[src/rtl/core/cdfp_pkg.sv]
// package for the csv decimal field parser
// byte codes, token and result types, register indexes; no dependencies
package cdfp_pkg;

    localparam int MANT_BITS = 40;
    localparam int ROW_BITS  = 16;
    localparam int COL_BITS  = 10;
    localparam int FRAC_BITS = 4;
    localparam int CFG_IDX_BITS = 8;

    localparam logic [7:0] BYTE_NL    = 8'h0A;
    localparam logic [7:0] BYTE_POINT = 8'h2E;
    localparam logic [7:0] BYTE_MINUS = 8'h2D;
    localparam logic [7:0] BYTE_ZERO  = 8'h30;
    localparam logic [7:0] BYTE_NINE  = 8'h39;
    localparam logic [7:0] DELIM_RESET = 8'h2C;

    localparam logic [CFG_IDX_BITS-1:0] CFG_DELIMITER   = CFG_IDX_BITS'(0);
    localparam logic [CFG_IDX_BITS-1:0] CFG_SKIP_HEADER = CFG_IDX_BITS'(1);

    localparam logic [MANT_BITS-1:0] MANT_MAX = '1;
    localparam logic [ROW_BITS-1:0]  ROW_MAX  = '1;
    localparam logic [COL_BITS-1:0]  COL_MAX  = '1;
    localparam logic [FRAC_BITS-1:0] FRAC_MAX = '1;

    typedef logic [2:0] t_kind;
    localparam t_kind KIND_OTHER   = 3'd0;
    localparam t_kind KIND_DIGIT   = 3'd1;
    localparam t_kind KIND_POINT   = 3'd2;
    localparam t_kind KIND_MINUS   = 3'd3;
    localparam t_kind KIND_DELIM   = 3'd4;
    localparam t_kind KIND_NEWLINE = 3'd5;

    typedef struct packed {
        t_kind      kind;
        logic [3:0] digit;
    } t_token;

    typedef struct packed {
        logic                 is_negative;
        logic [MANT_BITS-1:0] magnitude;
        logic [FRAC_BITS-1:0] fraction_digits;
        logic                 overflowed;
        logic [ROW_BITS-1:0]  row_index;
        logic [COL_BITS-1:0]  column_index;
        logic                 row_end;
    } t_result;

    typedef struct packed {
        logic pop;
        logic emit;
    } t_back_status;

endpackage

[src/rtl/core/cdfp_front.sv]
// front end: takes text bytes, skips the header line, classifies into tokens
// holds the delimiter and header state; depends on cdfp_pkg
module cdfp_front import cdfp_pkg::*; (
    input  logic                    i_clk,
    input  logic                    i_rst_n,
    input  logic                    i_in_valid,
    input  logic [7:0]              i_text_byte,
    input  logic                    i_queue_full,
    input  logic                    i_cfg_valid,
    input  logic [CFG_IDX_BITS-1:0] i_cfg_index,
    input  logic [7:0]              i_cfg_data,
    output logic                    o_push,
    output t_token                  o_token
);

    logic [7:0] r_delim, n_delim;
    logic       r_in_header, n_in_header;
    logic       w_accept;
    logic       w_is_nl;
    t_kind      w_kind;

    assign w_accept = i_in_valid && !i_queue_full;
    assign w_is_nl  = (i_text_byte == BYTE_NL);

    always_comb begin
        if (w_is_nl) begin
            w_kind = KIND_NEWLINE;
        end else if (i_text_byte == r_delim) begin
            w_kind = KIND_DELIM;
        end else if (i_text_byte >= BYTE_ZERO && i_text_byte <= BYTE_NINE) begin
            w_kind = KIND_DIGIT;
        end else if (i_text_byte == BYTE_POINT) begin
            w_kind = KIND_POINT;
        end else if (i_text_byte == BYTE_MINUS) begin
            w_kind = KIND_MINUS;
        end else begin
            w_kind = KIND_OTHER;
        end
    end

    assign o_token.kind  = w_kind;
    assign o_token.digit = i_text_byte[3:0];
    assign o_push = w_accept && !r_in_header && (w_kind != KIND_OTHER);

    always_comb begin
        n_delim     = r_delim;
        n_in_header = r_in_header;
        if (i_cfg_valid) begin
            unique case (i_cfg_index)
                CFG_DELIMITER:   n_delim = i_cfg_data;
                CFG_SKIP_HEADER: n_in_header = i_cfg_data[0];
                default: ;
            endcase
        end else if (w_accept && r_in_header && w_is_nl) begin
            n_in_header = 1'b0;
        end
    end

    always_ff @(posedge i_clk) begin
        if (!i_rst_n) begin
            r_delim     <= DELIM_RESET;
            r_in_header <= 1'b0;
        end else begin
            r_delim     <= n_delim;
            r_in_header <= n_in_header;
        end
    end

endmodule

[src/rtl/core/cdfp_queue.sv]
// two-entry token queue between front and back end
// depends on cdfp_pkg for the token type
module cdfp_queue import cdfp_pkg::*; (
    input  logic   i_clk,
    input  logic   i_rst_n,
    input  logic   i_push,
    input  t_token i_token,
    input  logic   i_pop,
    output logic   o_full,
    output logic   o_valid,
    output t_token o_token
);

    t_token     r_mem [2];
    logic       r_wr_ptr, n_wr_ptr;
    logic       r_rd_ptr, n_rd_ptr;
    logic [1:0] r_count, n_count;

    assign o_full  = (r_count == 2'd2);
    assign o_valid = (r_count != 2'd0);
    assign o_token = r_mem[r_rd_ptr];

    always_comb begin
        n_wr_ptr = r_wr_ptr;
        n_rd_ptr = r_rd_ptr;
        n_count  = r_count;
        if (i_push) begin
            n_wr_ptr = !r_wr_ptr;
        end
        if (i_pop) begin
            n_rd_ptr = !r_rd_ptr;
        end
        case ({i_push, i_pop})
            2'b10:   n_count = r_count + 2'd1;
            2'b01:   n_count = r_count - 2'd1;
            default: n_count = r_count;
        endcase
    end

    always_ff @(posedge i_clk) begin
        if (i_push) begin
            r_mem[r_wr_ptr] <= i_token;
        end
    end

    always_ff @(posedge i_clk) begin
        if (!i_rst_n) begin
            r_wr_ptr <= 1'b0;
            r_rd_ptr <= 1'b0;
            r_count  <= 2'd0;
        end else begin
            r_wr_ptr <= n_wr_ptr;
            r_rd_ptr <= n_rd_ptr;
            r_count  <= n_count;
        end
    end

endmodule

[src/rtl/core/cdfp_back.sv]
// back end: field accumulator, row and column counters, output register
// consumes tokens from the queue; depends on cdfp_pkg
module cdfp_back import cdfp_pkg::*; (
    input  logic         i_clk,
    input  logic         i_rst_n,
    input  logic         i_q_valid,
    input  t_token       i_token,
    input  logic         i_out_stall,
    output t_back_status o_status,
    output logic         o_out_valid,
    output t_result      o_result
);

    logic [MANT_BITS-1:0] r_acc, n_acc;
    logic [FRAC_BITS-1:0] r_frac, n_frac;
    logic                 r_point, n_point;
    logic                 r_minus, n_minus;
    logic                 r_sat, n_sat;
    logic [ROW_BITS-1:0]  r_row, n_row;
    logic [COL_BITS-1:0]  r_col, n_col;
    logic                 r_out_valid, n_out_valid;
    t_result              r_out, n_out;

    logic                 w_emit_tok;
    logic                 w_slot_free;
    logic                 w_pop;
    logic [MANT_BITS+3:0] w_wide;
    logic [MANT_BITS+3:0] w_next;

    assign w_emit_tok  = (i_token.kind == KIND_DELIM) || (i_token.kind == KIND_NEWLINE);
    assign w_slot_free = !r_out_valid || !i_out_stall;
    assign w_pop       = i_q_valid && (!w_emit_tok || w_slot_free);
    assign w_wide      = {4'b0, r_acc};
    assign w_next      = (w_wide << 3) + (w_wide << 1)
                         + {{MANT_BITS{1'b0}}, i_token.digit};

    assign o_status.pop  = w_pop;
    assign o_status.emit = w_pop && w_emit_tok;
    assign o_out_valid   = r_out_valid;
    assign o_result      = r_out;

    always_comb begin
        n_acc       = r_acc;
        n_frac      = r_frac;
        n_point     = r_point;
        n_minus     = r_minus;
        n_sat       = r_sat;
        n_row       = r_row;
        n_col       = r_col;
        n_out       = r_out;
        n_out_valid = r_out_valid && i_out_stall;
        if (w_pop) begin
            unique case (i_token.kind)
                KIND_DIGIT: begin
                    if (|w_next[MANT_BITS+3:MANT_BITS]) begin
                        n_acc = MANT_MAX;
                        n_sat = 1'b1;
                    end else begin
                        n_acc = w_next[MANT_BITS-1:0];
                    end
                    if (r_point) begin
                        if (r_frac != FRAC_MAX) begin
                            n_frac = r_frac + 1'b1;
                        end else begin
                            n_sat = 1'b1;
                        end
                    end
                end
                KIND_POINT: n_point = 1'b1;
                KIND_MINUS: n_minus = 1'b1;
                KIND_DELIM, KIND_NEWLINE: begin
                    n_out_valid         = 1'b1;
                    n_out.is_negative     = r_minus;
                    n_out.magnitude       = r_acc;
                    n_out.fraction_digits = r_frac;
                    n_out.overflowed      = r_sat;
                    n_out.row_index       = r_row;
                    n_out.column_index    = r_col;
                    n_out.row_end         = (i_token.kind == KIND_NEWLINE);
                    n_acc   = '0;
                    n_frac  = '0;
                    n_point = 1'b0;
                    n_minus = 1'b0;
                    n_sat   = 1'b0;
                    if (i_token.kind == KIND_NEWLINE) begin
                        n_col = '0;
                        if (r_row != ROW_MAX) begin
                            n_row = r_row + 1'b1;
                        end
                    end else if (r_col != COL_MAX) begin
                        n_col = r_col + 1'b1;
                    end
                end
                default: ;
            endcase
        end
    end

    always_ff @(posedge i_clk) begin
        r_out <= n_out;
    end

    always_ff @(posedge i_clk) begin
        if (!i_rst_n) begin
            r_acc       <= '0;
            r_frac      <= '0;
            r_point     <= 1'b0;
            r_minus     <= 1'b0;
            r_sat       <= 1'b0;
            r_row       <= '0;
            r_col       <= '0;
            r_out_valid <= 1'b0;
        end else begin
            r_acc       <= n_acc;
            r_frac      <= n_frac;
            r_point     <= n_point;
            r_minus     <= n_minus;
            r_sat       <= n_sat;
            r_row       <= n_row;
            r_col       <= n_col;
            r_out_valid <= n_out_valid;
        end
    end

endmodule

[src/rtl/core/csv_decimal_field_parser_unit.sv]
// top level of the csv decimal field parser
// connects cdfp_front, cdfp_queue and cdfp_back; depends on cdfp_pkg
//
// input channel: one text byte per beat, i_in_valid / o_in_stall.
// output channel: one parsed field per beat, o_out_valid / i_out_stall;
//   a field is emitted for each delimiter or newline byte outside a skipped header line, none otherwise.
// config channel: i_cfg_valid / o_cfg_ready (always ready), index 0 is the
//   delimiter byte, index 1 the skip-header flag; other indexes are ignored.
// throughput: one byte per cycle sustained while the receiver does not stall;
//   the multiply-by-ten and add of the field accumulator in the back end is combinational.
// path: a field-ending byte is written into the token queue, and when the back end
//   pops it the result is loaded into the output register, which drives the output.
// a two-entry token queue sits between front and back end; o_in_stall rises
//   only when it is full, which happens when the receiver stalls a result.
// reset: delimiter ',' , header skipping off, counters and field state zero,
//   queue and output register empty; no clearing pass is needed.
// while the receiver stalls, the result holds and bytes that do not end a
//   field keep flowing until the next field end reaches the back end.
module csv_decimal_field_parser_unit import cdfp_pkg::*; (
    input  logic                    i_clk,
    input  logic                    i_rst_n,
    input  logic                    i_in_valid,
    output logic                    o_in_stall,
    input  logic [7:0]              i_text_byte,
    input  logic                    i_cfg_valid,
    output logic                    o_cfg_ready,
    input  logic [CFG_IDX_BITS-1:0] i_cfg_index,
    input  logic [7:0]              i_cfg_data,
    output logic                    o_out_valid,
    input  logic                    i_out_stall,
    output logic                    o_is_negative,
    output logic [MANT_BITS-1:0]    o_magnitude,
    output logic [FRAC_BITS-1:0]    o_fraction_digits,
    output logic                    o_overflowed,
    output logic [ROW_BITS-1:0]     o_row_index,
    output logic [COL_BITS-1:0]     o_column_index,
    output logic                    o_row_end
);

    logic         w_push;
    t_token       w_push_token;
    logic         w_q_full;
    logic         w_q_valid;
    t_token       w_q_token;
    t_back_status w_status;
    t_result      w_result;

    assign o_cfg_ready = 1'b1;
    assign o_in_stall  = w_q_full;

    cdfp_front u_front (
        .i_clk        (i_clk),
        .i_rst_n      (i_rst_n),
        .i_in_valid   (i_in_valid),
        .i_text_byte  (i_text_byte),
        .i_queue_full (w_q_full),
        .i_cfg_valid  (i_cfg_valid),
        .i_cfg_index  (i_cfg_index),
        .i_cfg_data   (i_cfg_data),
        .o_push       (w_push),
        .o_token      (w_push_token)
    );

    cdfp_queue u_queue (
        .i_clk   (i_clk),
        .i_rst_n (i_rst_n),
        .i_push  (w_push),
        .i_token (w_push_token),
        .i_pop   (w_status.pop),
        .o_full  (w_q_full),
        .o_valid (w_q_valid),
        .o_token (w_q_token)
    );

    cdfp_back u_back (
        .i_clk       (i_clk),
        .i_rst_n     (i_rst_n),
        .i_q_valid   (w_q_valid),
        .i_token     (w_q_token),
        .i_out_stall (i_out_stall),
        .o_status    (w_status),
        .o_out_valid (o_out_valid),
        .o_result    (w_result)
    );

    assign o_is_negative     = w_result.is_negative;
    assign o_magnitude       = w_result.magnitude;
    assign o_fraction_digits = w_result.fraction_digits;
    assign o_overflowed      = w_result.overflowed;
    assign o_row_index       = w_result.row_index;
    assign o_column_index    = w_result.column_index;
    assign o_row_end         = w_result.row_end;

`ifndef NO_ASSERTIONS
    a_full_not_empty: assert property (@(posedge i_clk) disable iff (!i_rst_n)
        w_q_full |-> w_q_valid)
        else $error("queue full while empty");

    a_emit_shows: assert property (@(posedge i_clk) disable iff (!i_rst_n)
        w_status.emit |=> o_out_valid)
        else $error("field end popped but no result");

    a_taken_clears: assert property (@(posedge i_clk) disable iff (!i_rst_n)
        (o_out_valid && !i_out_stall && !w_status.emit) |=> !o_out_valid)
        else $error("result repeated after being taken");

    a_pop_needs_data: assert property (@(posedge i_clk) disable iff (!i_rst_n)
        w_status.pop |-> w_q_valid)
        else $error("pop from empty queue");
`endif

endmodule
[config.mk]
export PLATFORM = sky130hd
export DESIGN_NAME = csv_decimal_field_parser_unit
export DESIGN_NICKNAME = d
export VERILOG_FILES = /design/src/rtl/core/cdfp_pkg.sv /design/src/rtl/core/cdfp_front.sv /design/src/rtl/core/cdfp_queue.sv /design/src/rtl/core/cdfp_back.sv /design/src/rtl/core/csv_decimal_field_parser_unit.sv
export SDC_FILE = /design/constraint.sdc
export NUM_CORES = 1
export LEC_CHECK = 0
export ABC_AREA = 1
export BUFFER_PORTS_ARGS = -buffer_cell sky130_fd_sc_hd__buf_2
export CAP_MARGIN = 5
export CORE_MARGIN = 3
export CORE_UTILIZATION = 35
export DETAILED_ROUTE_END_ITERATION = 8
export MAX_ROUTING_LAYER = met4
export PLACE_DENSITY = 0.59
export SLEW_MARGIN = 20
export SYNTH_ARGS = -nofsm -noshare
export SYNTH_HDL_FRONTEND = slang
export SYNTH_HIERARCHICAL = 1
export SYNTH_SLANG_ARGS = --single-unit
[constraint.sdc]
create_clock -name i_clk -period 10.91 [get_ports i_clk]
set_clock_uncertainty 0.2 [all_clocks]
set_input_delay 0.5455 -clock i_clk [delete_from_list [all_inputs] [get_ports i_clk]]
set_output_delay 0.5455 -clock i_clk [all_outputs]
set_load 0.05 [all_outputs]
==> impl_metrics.ini <==
[grt]
maximum_number_of_pins_on_one_net_before_global_route_repair = 75
global_route.peak_usage_layer = met2
grt_remaining_overflow = 0
track_usage_pct = 16.3
antenna_violations_before_repair = 0
grt_first_pass_wirelength_um = 43400
grtUsageMet2_pct = 25.3
use_met1_pct = 21.9
first_global_vias = 8502
met3_usage_pct = 3.16

[timing]
totalNegativeSetupSlack_ps = 0
report.final.slew_viol_count = 0
timing.final.crit_period_ps = 4350
finalCritPeriodShare_pct = 39.9
setup_viol = 0
fmaxAchievable_mhz = 230
final_hold_viol_count = 0
slew-limit-headroom_pct = 33.8
grt_setup_unrepaired = no
tightest_slew_ps = 993

[setup_path]
r2r_setup_slack_ps = 6560
max_stage_delay_ps = 560
worstPathCellList = mux2_4 > fa_1 > fa_1 > nand3_1 > nand3_1 > nand2_1 > nand2_1 > nand2_1 > nand3_2 > nand2_2 > nand2_1 > nand2_1 > nand2_2 > nor2_4 > buf_4 > nand3_1 > nand2_1 > a21oi_1
crit_buf_inv = 1
critical_path_required_ps = 11010
crit_path_top_cell_by_count = sky130_fd_sc_hd__nand2_1
critPathSlowestCell = sky130_fd_sc_hd__dfxtp_1
setup.worst_path.start_class = register
crit_path_end_kind = register
cp_data_arrival_time_ps = 4450
worst-path-max-fanout = 41
critical_path.top_delay_family = simple AND/OR/NAND/NOR gates
worstSetupPathType = register to register

[synthesis]
yosys.cell_types.count = 47
dominantRegCellSynth = sky130_fd_sc_hd__dfxtp_1
synth_area_leaders = sky130_fd_sc_hd__edfxtp_1 (24%), sky130_fd_sc_hd__dfxtp_1 (16%), sky130_fd_sc_hd__nand2_1 (14%), sky130_fd_sc_hd__ha_1 (9.4%), sky130_fd_sc_hd__inv_1 (5.4%)
synth_warnings = 6
synthDominantAreaCellType = sky130_fd_sc_hd__edfxtp_1
post-synth-top-area-fraction_pct = 23.5
cells_after_synth = 1383
syn_area_um2 = 11100
synth_edf_count = 87
postSynth.asyncResetShare_pct = 0
yosysSeqAreaShare_pct = 39.4
yosys_register_bits = 175
synth.net_count = 1497
syn_area_per_cell_um2 = 8.03

[power]
p_clk_share_pct = 35.6
vdd_drop_max_mv = 0.108
power_frac_comb_pct = 20.2
report.power.total_mw = 1.75
share_seq_of_total_power_pct = 44.2
netSwitchingPower_uw = 608
p_leak_nw = 5.94
swShare_pct = 34.7
power.density_nw_per_um2 = 140
p_int_mw = 1.14

[drt]
ant_nets = 0
detail_route.vias_per_cell = 4.78
drtIter0Drc = 497
post_drt_wl_per_cell_um = 13.9
drt-total-wl_um = 26200
drt_pass1_iterations = 7
detailroute.via_count = 9013
detail_route.drc_violations = 0

[clocking]
count_of_hold_buffers_inserted_by_post_cts_repair = 0
cts_htree_levels = 4
cts_tree = yes
worstSkewPairLatency_ps = 450
postCtsSetupBuffers = 0
cts.repair.resized = 0
cts.root.buffer_cell = sky130_fd_sc_hd__clkbuf_16
numCtsBuffers = 17
cts.sinks = 175
path_clk_slew_ps = 80
max-clock-path-buffers = 2

[status]
status = finished, final reports clean

[layout]
drive_above_1_share_pct = 18.8
num-fill-cells = 3160
antenna_cells_inserted = 0
final_nets = 1591
flow.area_growth_from_synthesis_pct = 12.5

[floorplan]
standard_cell_row_count = 64
initial_utilization_pct = 35.9
io-pin-count = 105
die_h_um = 184
fp.dieArea_um2 = 33900
design.core.area_um2 = 30900
die_width_um = 184

[hold_path]
min-delay-path-class = primary input to register
holdCritStartpoint = i_cfg_data[5]

[placement]
place.detailed.hpwl_um = 19800
port_buffers = 103
finalWeightedCongestion = 0.934

[job]
max-cap-violations = 0
==> flip-flops by register name, indices dropped and copies added (netlist names), named ones only <==
name / count
u_back/o_out_valid: 1
u_back/o_result: 73
u_back/r_acc: 40
u_back/r_col: 10
u_back/r_frac: 4
u_back/r_minus: 1
u_back/r_point: 1
u_back/r_row: 16
u_back/r_sat: 1
u_front/r_delim: 8
u_front/r_in_header: 1
u_queue/r_count: 2
u_queue/r_mem: 14
u_queue/r_rd_ptr: 1
u_queue/r_wr_ptr: 1
==> worst register-to-register path: cells and delay by family (launching register included) <==
kind / cells / cell delay, ps
AOI/OAI and AO/OA: 1 / 70
and+or+nand+nor: 13 / 1410
adders and majority gates: 2 / 1040
DFF: 1 / 560
buffers and inverters: 1 / 560
muxes: 1 / 350
==> path summary, 6_finish.rpt <==
| check | cells past startpoint | endpoint |
|---|---|---|
| max | 18 | u_back/r_acc[30] |
| min | 3 | u_front/r_delim[5] |
| max reg2reg | 18 | u_back/r_acc[30] |
| min reg2reg | 0 | u_back/o_result[72] |
==> power by group through the flow <==
| stage | sequential (mW) | clock, mW | combinational (mW) |
|---|---|---|---|
| after CTS | 0.774 | 0.649 | 0.358 |
| after global placement | 0.788 | 0 | 0.353 |
| after floorplan | 0.924 | 0 | 0.145 |
| final | 0.773 | 0.623 | 0.354 |
| after global routing | 0.779 | 0.670 | 0.384 |
| after detailed placement | 0.789 | 0 | 0.357 |
==> metrics by stage <==
| stage | std cells | util [%] | cell area, µm² | setup slack [ps] | hold slack [ps] |
|---|---|---|---|---|---|
| final | 1886 | 40.4 | 12500 | 6560 | 136 |
| after floorplan | 1383 | - | 11100 | 7040 | 208 |
| after global routing | 1886 | 40.4 | 12500 | 6280 | 127 |
| after detailed placement | 1854 | 38.4 | 11900 | 6590 | 219 |
| after CTS | 1886 | 40.4 | 12500 | 6560 | 115 |
| after global placement | 1854 | 38.4 | 11900 | 6690 | 218 |
==> layout by cell type (no fill, tap or decap), drive strengths merged, types with 5 or more instances in the layout <==
cell / netlist / final
nand3: 94 / 94
inv: 169 / 178
dfxtp: 88 / 88
o21bai: 8 / 8
nand2: 417 / 417
nor2: 147 / 147
clkbuf: 5 / 17
edfxtp: 87 / 87
nand4: 19 / 19
o21ai: 32 / 32
nor3: 18 / 18
xor2: 14 / 14
o21a: 5 / 5
ha: 83 / 83
a21oi: 109 / 109
xnor2: 26 / 26
clkinv: 0 / 6
mux2: 7 / 7
buf: 27 / 107
==> routing by layer <==
layer,part of all wire [%],vias to the layer above
li1,-,4710
met4,1.5,0
met2,44,172
met1,50,4104
met5,0,-
met3,4.6,27
==> cell type report <==
cell class | count | area, µm² | area share (%)
Timing Repair Buffer | 107 | 546 | 4.37
Inverter | 169 | 636 | 5.09
Clock inverter | 15 | 181 | 1.45
Sequential cell | 175 | 4370 | 35.0
Multi-Input combinational cell | 1007 | 5830 | 46.7
Clock buffer | 17 | 425 | 3.41
Tap cell | 396 | 495 | 3.97
==> Yosys cell counts (all sizes together) (7+ instances only) <==
library cell,n
a21oi,109
buf,27
dfxtp,88
edfxtp,87
ha,83
inv,169
mux2,7
nand2,417
nand3,94
nand4,19
nor2,147
nor3,18
o21ai,32
o21bai,8
xnor2,26
xor2,14
==> cell families (layout without fill, tap and decap cells) <==
kind of cell | count (synthesis) | in the layout | synth area share (%)
xor+xnor | 40 | 40 | 3.16
flops | 175 | 175 | 39.4
other cells | 1 | 1 | 0.0338
mux | 7 | 7 | 0.947
simple gates | 710 | 710 | 29.2
fa+ha+maj | 85 | 85 | 9.72
buf+inv | 201 | 308 | 8.09
compound gates | 164 | 164 | 9.42
No activity file was read; power rests on OpenSTA's default activity.
